[config.mk]
export PLATFORM = sky130hd
export DESIGN_NAME = tick_timers_with_capture_freq_meter
export DESIGN_NICKNAME = d
export VERILOG_FILES = /design/src/hw/rtl/ttcf_pkg.sv /design/src/hw/rtl/ttcf_div.sv /design/src/hw/rtl/tick_timers_with_capture_freq_meter.sv
export SDC_FILE = /design/constraint.sdc
export NUM_CORES = 1
export LEC_CHECK = 0
export BUFFER_PORTS_ARGS = -buffer_cell sky130_fd_sc_hd__clkbuf_2
export CELL_PAD_IN_SITES_DETAIL_PLACEMENT = 0
export CELL_PAD_IN_SITES_GLOBAL_PLACEMENT = 1
export CORE_ASPECT_RATIO = 1.25
export CORE_MARGIN = 3
export CORE_UTILIZATION = 51
export DETAILED_ROUTE_END_ITERATION = 8
export PLACE_DENSITY_LB_ADDON = 0.1
export SLEW_MARGIN = 20
export SYNTH_ARGS = -nofsm -noshare
export SYNTH_HDL_FRONTEND = slang
export SYNTH_SLANG_ARGS = --single-unit
[constraint.sdc]
create_clock -name clk -period 8.05 [get_ports clk]
set_input_delay 1.2075 -clock clk [delete_from_list [all_inputs] [get_ports clk]]
set_output_delay 1.2075 -clock clk [all_outputs]
set_load 0.02 [all_outputs]
[src/hw/rtl/ttcf_pkg.sv]
// Shared constants, operation codes and types for the tick timer / frequency meter.
package ttcf_pkg;

    localparam int COUNT_W    = 16;
    localparam int FREQ_W     = 20;
    localparam int AGE_W      = 10;
    localparam int OP_W       = 3;
    localparam int CFG_IDX_W  = 2;
    localparam int CFG_DATA_W = 16;

    localparam logic [COUNT_W-1:0] COUNTER_WRAP = 16'd10000;
    localparam logic [FREQ_W-1:0]  REF_CLOCK_HZ = 20'd1000000;
    localparam logic [AGE_W-1:0]   AGE_LIMIT    = 10'd1000;
    localparam logic [AGE_W-1:0]   AGE_STALE    = 10'd500;

    // restoring divide: one quotient bit per step
    localparam int DIV_STEPS = FREQ_W;
    localparam int DIV_CNT_W = $clog2(DIV_STEPS + 1);

    localparam logic [OP_W-1:0] OP_TICK     = 3'd0;
    localparam logic [OP_W-1:0] OP_CAPTURE  = 3'd1;
    localparam logic [OP_W-1:0] OP_LOAD_1   = 3'd2;
    localparam logic [OP_W-1:0] OP_LOAD_2   = 3'd3;
    localparam logic [OP_W-1:0] OP_RUN_1    = 3'd4;
    localparam logic [OP_W-1:0] OP_RUN_2    = 3'd5;

    localparam logic [CFG_IDX_W-1:0] CFG_EVENT_PERIOD = 2'd0;
    localparam logic [CFG_IDX_W-1:0] CFG_EVENT_ENABLE = 2'd1;

    typedef struct packed {
        logic busy;
        logic done;
    } div_status_t;

endpackage

[src/hw/rtl/ttcf_div.sv]
// Iterative restoring divider: REF_CLOCK_HZ divided by a 16-bit period.
module ttcf_div (
    input  logic                               clk,
    input  logic                               rst_n,
    input  logic                               start,
    input  logic [ttcf_pkg::COUNT_W-1:0]       divisor,
    output ttcf_pkg::div_status_t              status,
    output logic [ttcf_pkg::FREQ_W-1:0]        quotient
);

    logic [ttcf_pkg::COUNT_W-1:0]   rem_reg, rem_next;
    logic [ttcf_pkg::COUNT_W-1:0]   dvs_reg, dvs_next;
    logic [ttcf_pkg::FREQ_W-1:0]    quo_reg, quo_next;
    logic [ttcf_pkg::DIV_CNT_W-1:0] cnt_reg, cnt_next;
    logic                           done_reg, done_next;

    logic [ttcf_pkg::COUNT_W:0]     rem_sh;
    logic [ttcf_pkg::COUNT_W:0]     diff;
    logic                           take;

    always_comb
    begin
        rem_sh = {rem_reg, quo_reg[ttcf_pkg::FREQ_W-1]};
        diff   = rem_sh - {1'b0, dvs_reg};
        take   = (rem_sh >= {1'b0, dvs_reg});

        rem_next  = rem_reg;
        quo_next  = quo_reg;
        dvs_next  = dvs_reg;
        cnt_next  = cnt_reg;
        done_next = 1'b0;

        if (start)
        begin
            rem_next = '0;
            quo_next = ttcf_pkg::REF_CLOCK_HZ;
            dvs_next = divisor;
            cnt_next = ttcf_pkg::DIV_CNT_W'(ttcf_pkg::DIV_STEPS);
        end
        else if (cnt_reg != '0)
        begin
            // remainder stays below the divisor, so 16 bits hold it
            rem_next  = take ? diff[ttcf_pkg::COUNT_W-1:0] : rem_sh[ttcf_pkg::COUNT_W-1:0];
            quo_next  = {quo_reg[ttcf_pkg::FREQ_W-2:0], take};
            cnt_next  = cnt_reg - 1'b1;
            done_next = (cnt_reg == ttcf_pkg::DIV_CNT_W'(1));
        end
    end

    always_ff @(posedge clk or negedge rst_n)
    begin
        if (!rst_n)
        begin
            cnt_reg  <= '0;
            done_reg <= 1'b0;
        end
        else
        begin
            cnt_reg  <= cnt_next;
            done_reg <= done_next;
        end
    end

    always_ff @(posedge clk)
    begin
        rem_reg <= rem_next;
        quo_reg <= quo_next;
        dvs_reg <= dvs_next;
    end

    assign status.busy = (cnt_reg != '0);
    assign status.done = done_reg;
    assign quotient    = quo_reg;

endmodule

[src/hw/rtl/tick_timers_with_capture_freq_meter.sv]
// Top level: millisecond tick timers, periodic event divider and capture frequency meter.
// Flow: an accepted item is latched, applied in S_EXEC and moved to the output register in
//   S_DONE once that register is free; a completing capture with a nonzero period first waits
//   in S_DIV for the 20 one-bit steps of the divider.
// One item at a time: the next item is taken once the previous one reached the output register,
//   even while that result still waits for out_ready.
// Reset (rst_n low, asynchronous): counters 0 and running, divider 0, period 1,
//   pulse disabled, capture awaiting first stamp, frequency 0, age 1000, no result held.
module tick_timers_with_capture_freq_meter (
    input  logic                               clk,
    input  logic                               rst_n,
    // input items
    input  logic                               in_valid,
    output logic                               in_ready,
    input  logic [ttcf_pkg::OP_W-1:0]          operation,
    input  logic [ttcf_pkg::COUNT_W-1:0]       capture_value,
    input  logic [ttcf_pkg::COUNT_W-1:0]       load_value,
    // result items
    output logic                               out_valid,
    input  logic                               out_ready,
    output logic [ttcf_pkg::COUNT_W-1:0]       first_count,
    output logic [ttcf_pkg::COUNT_W-1:0]       second_count,
    output logic [ttcf_pkg::FREQ_W-1:0]        freq_hz,
    output logic                               periodic_event,
    // configuration writes
    input  logic                               cfg_write,
    input  logic [ttcf_pkg::CFG_IDX_W-1:0]     cfg_index,
    input  logic [ttcf_pkg::CFG_DATA_W-1:0]    cfg_data
);

    typedef enum logic [1:0] {
        S_IDLE,   // ready for an item
        S_EXEC,   // apply the latched item to the timer state
        S_DIV,    // wait on the divider for a new frequency
        S_DONE    // hand the result to the output register
    } state_t;

    state_t state_reg, state_next;

    // latched item
    logic [ttcf_pkg::OP_W-1:0]    op_reg;
    logic [ttcf_pkg::COUNT_W-1:0] cap_reg;
    logic [ttcf_pkg::COUNT_W-1:0] ld_reg;

    // configuration
    logic [ttcf_pkg::COUNT_W-1:0] period_cfg_reg, period_cfg_next;
    logic                         enable_reg, enable_next;

    // timer state
    logic [ttcf_pkg::COUNT_W-1:0] cnt1_reg, cnt1_next;
    logic [ttcf_pkg::COUNT_W-1:0] cnt2_reg, cnt2_next;
    logic                         run1_reg, run1_next;
    logic                         run2_reg, run2_next;
    logic [ttcf_pkg::COUNT_W-1:0] divcnt_reg, divcnt_next;
    logic                         phase_reg, phase_next;
    logic [ttcf_pkg::COUNT_W-1:0] stamp_reg, stamp_next;
    logic [ttcf_pkg::FREQ_W-1:0]  freq_reg, freq_next;
    logic [ttcf_pkg::AGE_W-1:0]   age_reg, age_next;
    logic                         pulse_reg, pulse_next;

    // output register
    logic                         out_valid_reg, out_valid_next;
    logic [ttcf_pkg::COUNT_W-1:0] out_c1_reg, out_c1_next;
    logic [ttcf_pkg::COUNT_W-1:0] out_c2_reg, out_c2_next;
    logic [ttcf_pkg::FREQ_W-1:0]  out_freq_reg, out_freq_next;
    logic                         out_pulse_reg, out_pulse_next;

    // period and divider hookup
    logic [ttcf_pkg::COUNT_W-1:0] cap_period;
    logic [ttcf_pkg::COUNT_W-1:0] divcnt_inc;
    logic [ttcf_pkg::COUNT_W-1:0] inc1, inc2;
    logic                         div_start;
    ttcf_pkg::div_status_t        div_status;
    logic [ttcf_pkg::FREQ_W-1:0]  div_quotient;

    ttcf_div u_div (
        .clk      (clk),
        .rst_n    (rst_n),
        .start    (div_start),
        .divisor  (cap_period),
        .status   (div_status),
        .quotient (div_quotient)
    );

    assign in_ready = (state_reg == S_IDLE);

    // The stamp wraps at 0xFFFF rather than 0x10000, so the wrapped span is one short.
    assign cap_period = (cap_reg > stamp_reg) ? (cap_reg - stamp_reg)
                                              : (cap_reg - stamp_reg - 1'b1);

    assign div_start = (state_reg == S_EXEC) && (op_reg == ttcf_pkg::OP_CAPTURE)
                       && phase_reg && (cap_period != '0);

    assign divcnt_inc = divcnt_reg + 1'b1;
    assign inc1       = cnt1_reg + 1'b1;
    assign inc2       = cnt2_reg + 1'b1;

    always_comb
    begin
        state_next      = state_reg;
        period_cfg_next = period_cfg_reg;
        enable_next     = enable_reg;
        cnt1_next       = cnt1_reg;
        cnt2_next       = cnt2_reg;
        run1_next       = run1_reg;
        run2_next       = run2_reg;
        divcnt_next     = divcnt_reg;
        phase_next      = phase_reg;
        stamp_next      = stamp_reg;
        freq_next       = freq_reg;
        age_next        = age_reg;
        pulse_next      = pulse_reg;
        out_valid_next  = out_valid_reg;
        out_c1_next     = out_c1_reg;
        out_c2_next     = out_c2_reg;
        out_freq_next   = out_freq_reg;
        out_pulse_next  = out_pulse_reg;

        // result taken downstream
        if (out_valid_reg && out_ready)
        begin
            out_valid_next = 1'b0;
        end

        case (state_reg)
            S_IDLE:
            begin
                if (in_valid)
                begin
                    state_next = S_EXEC;
                end
            end

            S_EXEC:
            begin
                pulse_next = 1'b0;
                state_next = S_DONE;
                case (op_reg)
                    ttcf_pkg::OP_TICK:
                    begin
                        if (age_reg < ttcf_pkg::AGE_LIMIT)
                        begin
                            age_next = age_reg + 1'b1;
                        end
                        divcnt_next = divcnt_inc;
                        if (divcnt_inc >= period_cfg_reg)
                        begin
                            divcnt_next = '0;
                            pulse_next  = enable_reg;
                        end
                        // a wrap to 0 at 16 bits also lands on 0
                        if (run1_reg)
                        begin
                            cnt1_next = (inc1 >= ttcf_pkg::COUNTER_WRAP) ? '0 : inc1;
                        end
                        if (run2_reg)
                        begin
                            cnt2_next = (inc2 >= ttcf_pkg::COUNTER_WRAP) ? '0 : inc2;
                        end
                    end
                    ttcf_pkg::OP_CAPTURE:
                    begin
                        if (!phase_reg)
                        begin
                            stamp_next = cap_reg;
                            phase_next = 1'b1;
                        end
                        else
                        begin
                            stamp_next = '0;
                            phase_next = 1'b0;
                            if (div_start)
                            begin
                                state_next = S_DIV;
                            end
                        end
                    end
                    ttcf_pkg::OP_LOAD_1: cnt1_next = ld_reg;
                    ttcf_pkg::OP_LOAD_2: cnt2_next = ld_reg;
                    ttcf_pkg::OP_RUN_1:  run1_next = ld_reg[0];
                    ttcf_pkg::OP_RUN_2:  run2_next = ld_reg[0];
                    default:
                    begin
                        // unused codes leave the state alone
                    end
                endcase
            end

            S_DIV:
            begin
                if (div_status.done)
                begin
                    freq_next  = div_quotient;
                    age_next   = '0;
                    state_next = S_DONE;
                end
            end

            S_DONE:
            begin
                if (!out_valid_reg || out_ready)
                begin
                    out_valid_next = 1'b1;
                    out_c1_next    = cnt1_reg;
                    out_c2_next    = cnt2_reg;
                    out_freq_next  = (age_reg > ttcf_pkg::AGE_STALE) ? '0 : freq_reg;
                    out_pulse_next = pulse_reg;
                    state_next     = S_IDLE;
                end
            end

            default:
            begin
                state_next = S_IDLE;
            end
        endcase

        // writes must arrive only while idle; the block itself does not enforce this
        if (cfg_write)
        begin
            case (cfg_index)
                ttcf_pkg::CFG_EVENT_PERIOD:
                begin
                    period_cfg_next = (cfg_data == '0) ? ttcf_pkg::COUNT_W'(1) : cfg_data;
                    divcnt_next     = '0;
                end
                ttcf_pkg::CFG_EVENT_ENABLE:
                begin
                    enable_next = cfg_data[0];
                end
                default:
                begin
                    // no register here
                end
            endcase
        end
    end

    always_ff @(posedge clk or negedge rst_n)
    begin
        if (!rst_n)
        begin
            state_reg      <= S_IDLE;
            period_cfg_reg <= ttcf_pkg::COUNT_W'(1);
            enable_reg     <= 1'b0;
            cnt1_reg       <= '0;
            cnt2_reg       <= '0;
            run1_reg       <= 1'b1;
            run2_reg       <= 1'b1;
            divcnt_reg     <= '0;
            phase_reg      <= 1'b0;
            stamp_reg      <= '0;
            freq_reg       <= '0;
            age_reg        <= ttcf_pkg::AGE_LIMIT;
            pulse_reg      <= 1'b0;
            out_valid_reg  <= 1'b0;
            out_c1_reg     <= '0;
            out_c2_reg     <= '0;
            out_freq_reg   <= '0;
            out_pulse_reg  <= 1'b0;
        end
        else
        begin
            state_reg      <= state_next;
            period_cfg_reg <= period_cfg_next;
            enable_reg     <= enable_next;
            cnt1_reg       <= cnt1_next;
            cnt2_reg       <= cnt2_next;
            run1_reg       <= run1_next;
            run2_reg       <= run2_next;
            divcnt_reg     <= divcnt_next;
            phase_reg      <= phase_next;
            stamp_reg      <= stamp_next;
            freq_reg       <= freq_next;
            age_reg        <= age_next;
            pulse_reg      <= pulse_next;
            out_valid_reg  <= out_valid_next;
            out_c1_reg     <= out_c1_next;
            out_c2_reg     <= out_c2_next;
            out_freq_reg   <= out_freq_next;
            out_pulse_reg  <= out_pulse_next;
        end
    end

    // item latch
    always_ff @(posedge clk)
    begin
        if (in_valid && in_ready)
        begin
            op_reg  <= operation;
            cap_reg <= capture_value;
            ld_reg  <= load_value;
        end
    end

    assign out_valid      = out_valid_reg;
    assign first_count    = out_c1_reg;
    assign second_count   = out_c2_reg;
    assign freq_hz        = out_freq_reg;
    assign periodic_event = out_pulse_reg;

endmodule

======== Yosys cells after proc, flatten, opt, wreduce, memory -nomap -nowiden ========
Cells that the tools add are included.
word-level totals
  bits in registers ....................... 264
  input port bits ......................... 58
  output and inout port bits .............. 55
  logic and storage cells ................. 123
cells by class
  $add $sub $neg .......................... 8
  order comparisons ....................... 7
  equality and inequality tests ........... 17
  multiplexer cells ....................... 37
  reductions and logical operators ........ 28
operators by type and width
  kind                                                   number
  2-to-1 mux 16 bit                                      13
  case mux 16 bit (2 select lines)                       2
  adder 16 x 1 -> 16 bit, second input constant          3
  >= comparator 16 x 14 -> 1 bit, second input constant  2
  subtractor 16 bit                                      2
  2-to-1 mux 10 bit                                      3
  2-to-1 mux 20 bit                                      1
  case mux 10 bit (2 select lines)                       1
  >= comparator 17 x 16 -> 1 bit                         1
  >= comparator 16 bit                                   1
  > comparator 16 bit                                    1
  logical NOT 16 bit                                     1
  nonzero test 16 bit                                    1
  subtractor 16 x 1 -> 16 bit, second input constant     1
  AND reduction 2 bit                                    7
  2-to-1 mux 1 bit                                       11
  adder 10 x 1 -> 10 bit, second input constant          1
  > comparator 10 x 9 -> 1 bit, second input constant    1
  less-than comparator 10 bit, second input constant     1
  2-to-1 mux 5 bit                                       2
  AND reduction 3 bit                                    3
  inequality test 2 bit, second input constant           4
  case mux 2 bit (4 select lines)                        1
  nonzero test 2 bit                                     4
  16 further kinds                                       29

======== Depth between registers and ports, before layout ========
Gate-level depths: netlist (run 1).
  depth in word-level cells ............... 9
  mapped depth ............................ 14
  depth with buffers taken out ............ 14

======== Hierarchy ========
From an unflattened synthesis (run 1), not the netlist that was laid out.
second synthesis, totals
  cells, all modules ...................... 1494
  area total of the unflattened synthesis .. 14631.5 µm²
modules (own cells, without submodules)
  module                               times used  cells each  area each (µm²)  sequential area each (µm²)
  tick_timers_with_capture_freq_meter  1           1115        11202.0          5341.4
  ttcf_div                             1           379         3429.5           1351.3

======== Worst setup path before layout (run 1) ========
No wires, ideal clock.
  path kind ............................... reg2reg
  from .................................... register stamp_reg[0] (netlist bit)
  to ...................................... register u_div.dvs_reg[0] (netlist bit), enable pin
  setup time .............................. 0.350 ns
  arrival time ............................ 3.634 ns
  data required time ...................... 7.700 ns
  path slack .............................. 4.066 ns
  stages on the path, launching flop included .. 13
  path buffers ............................ 1
  period minus slack after synthesis ...... 3.984 ns
  path through ............................ dfrtp_1 ha_1 fa_1 nand2b_1 a21oi_1 xor2_1 nor4_1 nand4_1 nor4_2 nand4b_1 xnor3_1 a311oi_4 buf_2
on the way
  word-level cells in the longest chain between the ends .. 5
  elaborated cells between the ends (all ways) .. 6
  those cells by class .................... add/sub: 2; order compare: 1; mux: 1; reduce/logical: 2
RTL lines
  element                      RTL line                                                                              RTL
  start, declared              tick_timers_with_capture_freq_meter.sv:56                                             logic [ttcf_pkg::COUNT_W-1:0] stamp_reg, stamp_next;
  start signal, assigned       tick_timers_with_capture_freq_meter.sv:273                                            stamp_reg <= stamp_next;
  subtractor 16 bit            tick_timers_with_capture_freq_meter.sv:88, tick_timers_with_capture_freq_meter.sv:89
  subtractor 16 x 1 -> 16 bit  tick_timers_with_capture_freq_meter.sv:89                                             : (cap_reg - stamp_reg - 1'b1);
  2-to-1 mux 16 bit *          tick_timers_with_capture_freq_meter.sv:88                                             assign cap_period = (cap_reg > stamp_reg) ? (cap_reg - stamp_reg)
  nonzero test 16 bit *        tick_timers_with_capture_freq_meter.sv:92                                             && phase_reg && (cap_period != '0);
  logical AND 1 bit *          tick_timers_with_capture_freq_meter.sv:92
  net div_start                tick_timers_with_capture_freq_meter.sv:72                                             logic div_start;
  end signal, assigned         ttcf_div.sv:68                                                                        dvs_reg <= dvs_next;
  end, declared                ttcf_div.sv:12                                                                        logic [ttcf_pkg::COUNT_W-1:0] dvs_reg, dvs_next;
The timed path passes the listed nets; every way through them passes the cells marked *.
A chain may end at the register's enable or synchronous reset.

======== Worst setup path after layout (run 1) ========
  from .................................... register stamp_reg[0] (netlist bit)
  to ...................................... register u_div.dvs_reg[4] (netlist bit), enable pin
on the way
  word-level cells in the longest chain between the ends .. 5
  elaborated cells between the ends (all ways) .. 6
  those cells by class .................... add/sub: 2; order compare: 1; mux: 1; reduce/logical: 2
RTL lines
  element                      RTL line                                                                              RTL
  subtractor 16 bit            tick_timers_with_capture_freq_meter.sv:88, tick_timers_with_capture_freq_meter.sv:89
  subtractor 16 x 1 -> 16 bit  tick_timers_with_capture_freq_meter.sv:89
  2-to-1 mux 16 bit *          tick_timers_with_capture_freq_meter.sv:88
  net cap_period (one bit)     tick_timers_with_capture_freq_meter.sv:69                                             logic [ttcf_pkg::COUNT_W-1:0] cap_period;
  nonzero test 16 bit *        tick_timers_with_capture_freq_meter.sv:92
  logical AND 1 bit *          tick_timers_with_capture_freq_meter.sv:92
Marks and branches as above.

==> impl_metrics.json, run 1 <==
{
  "worstHoldPathType": "flop to flop",
  "finish.utilization_pct": 59.0,
  "cts.sinks": 264,
  "critPathLaunchType": "flop",
  "cts.reportedPaths.clkPinSlew_ns": 0.06,
  "antenna_found_initial": 0,
  "synth-simple-area-share_pct": 16.5,
  "fp.dieH_um": 189,
  "postSynthCellCount": 1392,
  "antenna_left": 0,
  "p_int_mw": 2.16,
  "ys_seq_area_share_pct": 49.1,
  "grt_max_degree": 104,
  "end_kind": "flop",
  "timing.rr.start": "stamp_reg[0]",
  "synth_fa_ha_area_share_pct": 6.08,
  "dieWidth_um": 152,
  "wire_per_inst_um": 15.3,
  "powerDensity_nw_per_um2": 177,
  "clk_path_buf_depth": 3,
  "synthesis.nets": 1515,
  "p_sw_mw": 0.577,
  "cp-startpoint": "stamp_reg[0]",
  "fmax_mhz": 207,
  "clk_latency_ns": 0.55,
  "cts_htree_levels": 1,
  "avgSynthCellArea_um2": 9.79,
  "hp-start": "u_div.rem_reg[15]",
  "via_per_inst": 5.49,
  "grt_pass1_wl_um": 48700,
  "leakage_nw": 6.96,
  "finClkSkew_ns": 0.0155,
  "sw_frac_of_total_pct": 21.1,
  "syn-cell-area_um2": 13600,
  "cts_buffers": 27,
  "drtIter0Drc": 399,
  "final-hold-violation-count": 0,
  "n_antenna_cell": 0,
  "start_util_pct": 52.1,
  "hold_buffers": 0,
  "io_buffers": 112,
  "setup_viol": 0,
  "num_rows": 66,
  "routed_wl_um": 28300,
  "yosysUniqueCellTypes": 81,
  "cts_resized": 0,
  "drive_above_1_share_pct": 17.4,
  "io_pins": 113,
  "syn_to_final_growth_pct": 13.3,
  "crit_arrival_ns": 5.00,
  "track_usage_pct": 19.7,
  "synth_compound_area_share_pct": 15.8,
  "outcome": "finished, final reports clean",
  "core_um2": 26200,
  "combPwrFrac_pct": 2.6,
  "fin_crit_ns": 4.82,
  "synth_mux_area_share_pct": 4.01,
  "finalPower_mw": 2.73,
  "grt_pass1_vias": 9844,
  "cap_violations": 0,
  "dp_hpwl_um": 19900,
  "fin_crit_sh_pct": 59.9,
  "cp_max_fo": 46,
  "worst_r2r_path_depth": 12,
  "hold_depth": 2,
  "power_frac_clock_pct": 47.0,
  "synth_seq_cells": 264,
  "synth_edf_count": 51,
  "fillCellCount": 2326,
  "rsz0062_at_grt": "no",
  "tightest_slew_ns": 1.02,
  "vias": 10100,
  "synth-xor-area-share_pct": 4.34,
  "ys_async_sr_fraction_pct": 67.0,
  "slew_violations": 0,
  "slew_headroom_pct": 32.1,
  "cts_tree": "yes",
  "power_frac_seq_pct": 50.4,
  "drc": 0,
  "synth_ff_type": "dfrtp_1",
  "die-area_um2": 28700,
  "place.gp.congestion": 0.837,
  "critical_path_class": "flop to flop",
  "postCtsSetupBuffers": 0,
  "yosysWarnings": 0,
  "final_nets": 1610,
  "synth_top_family_by_area": "simple AND/OR/NAND/NOR gates",
  "grt_overflow": 0,
  "cts_root_buf": "clkbuf_16",
  "ir_worst_vdd_mv": 0.184,
  "dr.pass1.iters": 4,
  "finalSetupTns_ns": 0,
  "crit_required_ns": 8.22
}
==> per-layer routing <==
| metal | global-route usage (%) | share of wire, % | vias up |
|---|---|---|---|
| met3 | 2.66 | 4.2 | 30 |
| met4 | 4.08 | 1.5 | 0 |
| met5 | 0 | 0 | - |
| met2 | 32.9 | 47 | 170 |
| met1 | 27.8 | 47 | 4822 |
| li1 | - | - | 5121 |
==> cells by family after synthesis <==
group                    after synthesis
multiplexers                          49
buffers and inverters                151
AO/OA/AOI/OAI                        332
flip-flops                           264
adder cells (fa/ha/maj)               65
XOR/XNOR                              66
AND/OR/NAND/NOR                      465
==> metrics by stage <==
stage,cell area [um2],worst slack (ns),hold slack [ns],std cells
floorplan,13600,4.07,0.432,1392
global placement,14500,3.31,0.441,1798
detailed placement,14500,3.20,0.452,1798
CTS,15400,3.17,0.462,1848
global route,15400,2.84,0.487,1848
finish,15400,3.23,0.460,1848
==> layout make-up <==
| cell class | count | area [um2] | share of cell area [%] |
|---|---|---|---|
| clock buffer | 30 | 697 | 4.51 |
| inverter | 92 | 345 | 2.24 |
| tap | 340 | 425 | 2.75 |
| timing repair buffer | 125 | 667 | 4.32 |
| multi-input combinational | 977 | 6390 | 41.4 |
| sequential | 264 | 6690 | 43.3 |
| clock inverter | 20 | 224 | 1.45 |
==> cells in the mapped netlist (all sizes together), types with 27 or more instances <==
cell / n / area [um2]
a21oi: 73 / 365
nand2: 184 / 691
dfrtp: 168 / 4200
dfxtp: 36 / 721
inv: 91 / 342
xnor2: 36 / 315
nand4: 27 / 169
xor2: 29 / 254
nor3: 35 / 215
clkbuf: 52 / 195
ha: 63 / 788
o21ai: 112 / 572
mux2: 45 / 507
edfxtp: 51 / 1530
nand3: 28 / 145
nor2: 98 / 368
==> final timing paths <==
path / end / slack, ns
min in group asynchronous: period_cfg_reg[9] / 0.75
setup / recovery: u_div.dvs_reg[4] / 3.23
hold reg to reg: u_div.rem_reg[15] / 0.46
setup reg to reg: u_div.dvs_reg[4] / 3.23
max in group asynchronous: cnt1_reg[11] / 5.81
hold / removal: u_div.rem_reg[15] / 0.46
==> placed cells by master (no fill, tap or decap), types with 10 or more instances in the layout <==
cell	synthesis	routed
a211oi_1	16	16
a21o_1	22	22
a21oi_1	73	73
a22o_1	20	20
and3_1	10	10
buf_4	0	13
clkbuf_16	0	27
clkbuf_2	0	111
clkinv_2	0	10
dfrtp_1	168	168
dfxtp_1	36	36
edfxtp_1	51	51
ha_1	63	63
inv_1	91	91
mux2_2	45	45
nand2_1	184	183
nand3_1	27	27
nand3b_1	12	12
nand4_1	27	27
nor2_1	98	97
nor2b_1	14	14
nor3_1	27	25
nor3_2	8	10
nor4_1	11	11
o21ai_0	107	107
o22ai_1	10	10
xnor2_1	36	36
xor2_1	29	29
==> worst max-delay path: stages (launching register included) <==
cell and delay [ns]:
dfrtp_1 0.39, ha_1 0.21, fa_1 0.41, nand2b_1 0.18, a21oi_1 0.17, xor2_1 0.13, nor4_1 0.53, nand4_1 0.34
nor4_2 0.47, xnor2_1 0.24, nor4_2 0.12, a311oi_4 0.68, buf_4 0.57
==> power by group through the flow <==
stage / Sequential (mW) / Clock, mW / Combinational (mW)
finish: 1.38 / 1.28 / 0.0714
floorplan: 1.40 / 0 / 0.0302
global route: 1.38 / 1.38 / 0.0827
global placement: 1.40 / 0 / 0.0714
CTS: 1.38 / 1.32 / 0.0741
detailed placement: 1.40 / 0 / 0.0740
No activity file was read; power rests on OpenSTA's default activity.
==> run 2, diff against run 1 <==
Settings changed: CORE_UTILIZATION 51 to 47.
Clock period 8.05 ns to 4.9 ns, I/O delays scaled along.
==> run 2 against run 1 <==
  * Via count barely moved
  * Cell count rose by 0.97%
  * Setup slack got worse by 2.6 ns
  * Critical endpoint is now u_div.cnt_reg[4]
  * Largest cell class unchanged
  * Largest power group unchanged
==> impl_metrics.json, run 2 (synthesis results as in run 1) <==
{
  "outcome": "finished, final reports clean",
  "cts_buffers": 28,
  "cap_violations": 0,
  "clk_path_buf_depth": 3,
  "crit_arrival_ns": 4.69,
  "postCtsSetupBuffers": 0,
  "clk_latency_ns": 0.57,
  "finalSetupTns_ns": 0,
  "core_um2": 28500,
  "grt_overflow": 0,
  "drtIter0Drc": 496,
  "place.gp.congestion": 0.833,
  "cts_resized": 0,
  "vias": 10100,
  "io_pins": 113,
  "cts_tree": "yes",
  "cp_max_fo": 57,
  "cts_root_buf": "clkbuf_16",
  "layout_commonest_cell": "nand2_1",
  "critPathLaunchType": "flop",
  "grt_pass1_wl_um": 49500,
  "fin_cells": 1866,
  "dp_hpwl_um": 20200,
  "worst_r2r_path_depth": 14,
  "io_buffers": 112,
  "die-area_um2": 31100,
  "dr.pass1.iters": 5,
  "final-hold-violation-count": 0,
  "slew_headroom_pct": 38.2,
  "cp-startpoint": "cap_reg[0]",
  "wire_per_inst_um": 15.6,
  "critical_path_class": "flop to flop",
  "r2r_slack_ns": 0.66,
  "tightest_slew_ns": 0.924,
  "mostFrequentLayoutCells": "nand2_1, dfrtp_1, clkbuf_2, o21ai_0, nor2_1",
  "antenna_found_initial": 0,
  "powerDensity_nw_per_um2": 289,
  "slew_violations": 0,
  "via_per_inst": 5.44,
  "crit_required_ns": 5.34,
  "fp.dieH_um": 196,
  "grt_pass1_vias": 10000,
  "grt_max_degree": 111,
  "cts.sinks": 264,
  "syn_to_final_growth_pct": 13.9,
  "cts_htree_levels": 1,
  "track_usage_pct": 19.0,
  "hold_buffers": 0,
  "setup_viol": 0,
  "fin_crit_ns": 4.24,
  "end_kind": "flop",
  "n_antenna_cell": 0,
  "drive_above_1_share_pct": 17.3,
  "worstHoldPathType": "input pin to asynchronous set/reset pin",
  "final_nets": 1612,
  "timing.rr.start": "cap_reg[0]",
  "routed_wl_um": 29100,
  "rsz0062_at_grt": "no",
  "finClkSkew_ns": 0.0214,
  "dieWidth_um": 158,
  "drc": 0,
  "start_util_pct": 47.8,
  "antenna_left": 0,
  "fmax_mhz": 236,
  "cts.reportedPaths.clkPinSlew_ns": 0.06,
  "r2r-end": "u_div.cnt_reg[4]",
  "fin_crit_sh_pct": 86.6,
  "place_inst": 1813,
  "ir_worst_vdd_mv": 0.285,
  "leakage_nw": 7.00,
  "num_rows": 69
}
-- run 2: changes by cell type in the layout (fill, tap and decap cells not counted), moves of 2 or more --
cell	previous run	this run
clkinv_4	0	2
clkinvlp_4	4	2
clkbuf_1	2	4
buf_12	0	2
bufinv_16	4	2
buf_4	13	11
clkinv_2	10	8
clkbuf_8	2	4
-- run 2: metrics by stage --
stage	instance area [um2]	hold slack [ns]	power, mW	utilization, %	setup slack (ns)
4_1_cts	15500	0.304	4.57	54.4	0.624
3_3_place_gp	14600	0.447	2.42	51.1	0.721
6_report	15500	0.250	4.49	54.5	0.657
2_1_floorplan	13600	0.432	2.35	-	0.916
3_5_place_dp	14600	0.452	2.43	51.1	0.635
5_1_grt	15500	0.311	4.68	54.5	0.250
-- run 2: worst max-delay path by stage --
stage	slack (ns)	endpoint
2_1_floorplan	0.92	u_div.dvs_reg[0]
3_3_place_gp	0.72	u_div.cnt_reg[4]
3_5_place_dp	0.64	u_div.dvs_reg[2]
4_1_cts	0.62	u_div.dvs_reg[3]
5_1_grt	0.25	u_div.dvs_reg[2]
6_report	0.66	u_div.cnt_reg[4]
-- run 2: final cells by class --
class / count / area [um2]
multi-input combinational: 977 / 6410
clock inverter: 17 / 164
sequential: 264 / 6690
tap: 355 / 444
inverter: 92 / 345
timing repair buffer: 126 / 719
fill: 2602 / 13000
clock buffer: 35 / 757
-- run 2: per-layer routing --
layer / global-route usage [%] / vias to the layer above / share of wire [%]
met4: 5.23 / 0 / 2.0
met1: 26.4 / 4799 / 47
met2: 31.4 / 168 / 47
li1: - / 5137 / -
met3: 2.59 / 43 / 3.8
met5: 0 / - / 0
-- run 2: report_power, final --
| part | switching, mW | internal [mW] |
|---|---|---|
| clock | 0.900 | 1.21 |
| combinational | 0.0726 | 0.0445 |
| sequential | 0.00719 | 2.26 |
| total | 0.980 | 3.51 |
-- run 2: worst max-delay path, stage by stage (launching register included) --
cell and delay, ns:
edfxtp_1 0.32, inv_1 0.05, ha_1 0.21, fa_1 0.39, nand2b_1 0.17, a21oi_1 0.16, xor2_1 0.12, nor4_1 0.55
nand4b_2 0.22, or4_4 0.61, or4b_1 0.56, nand3_2 0.12, a311oi_4 0.12, buf_12 0.24, a211o_1 0.24
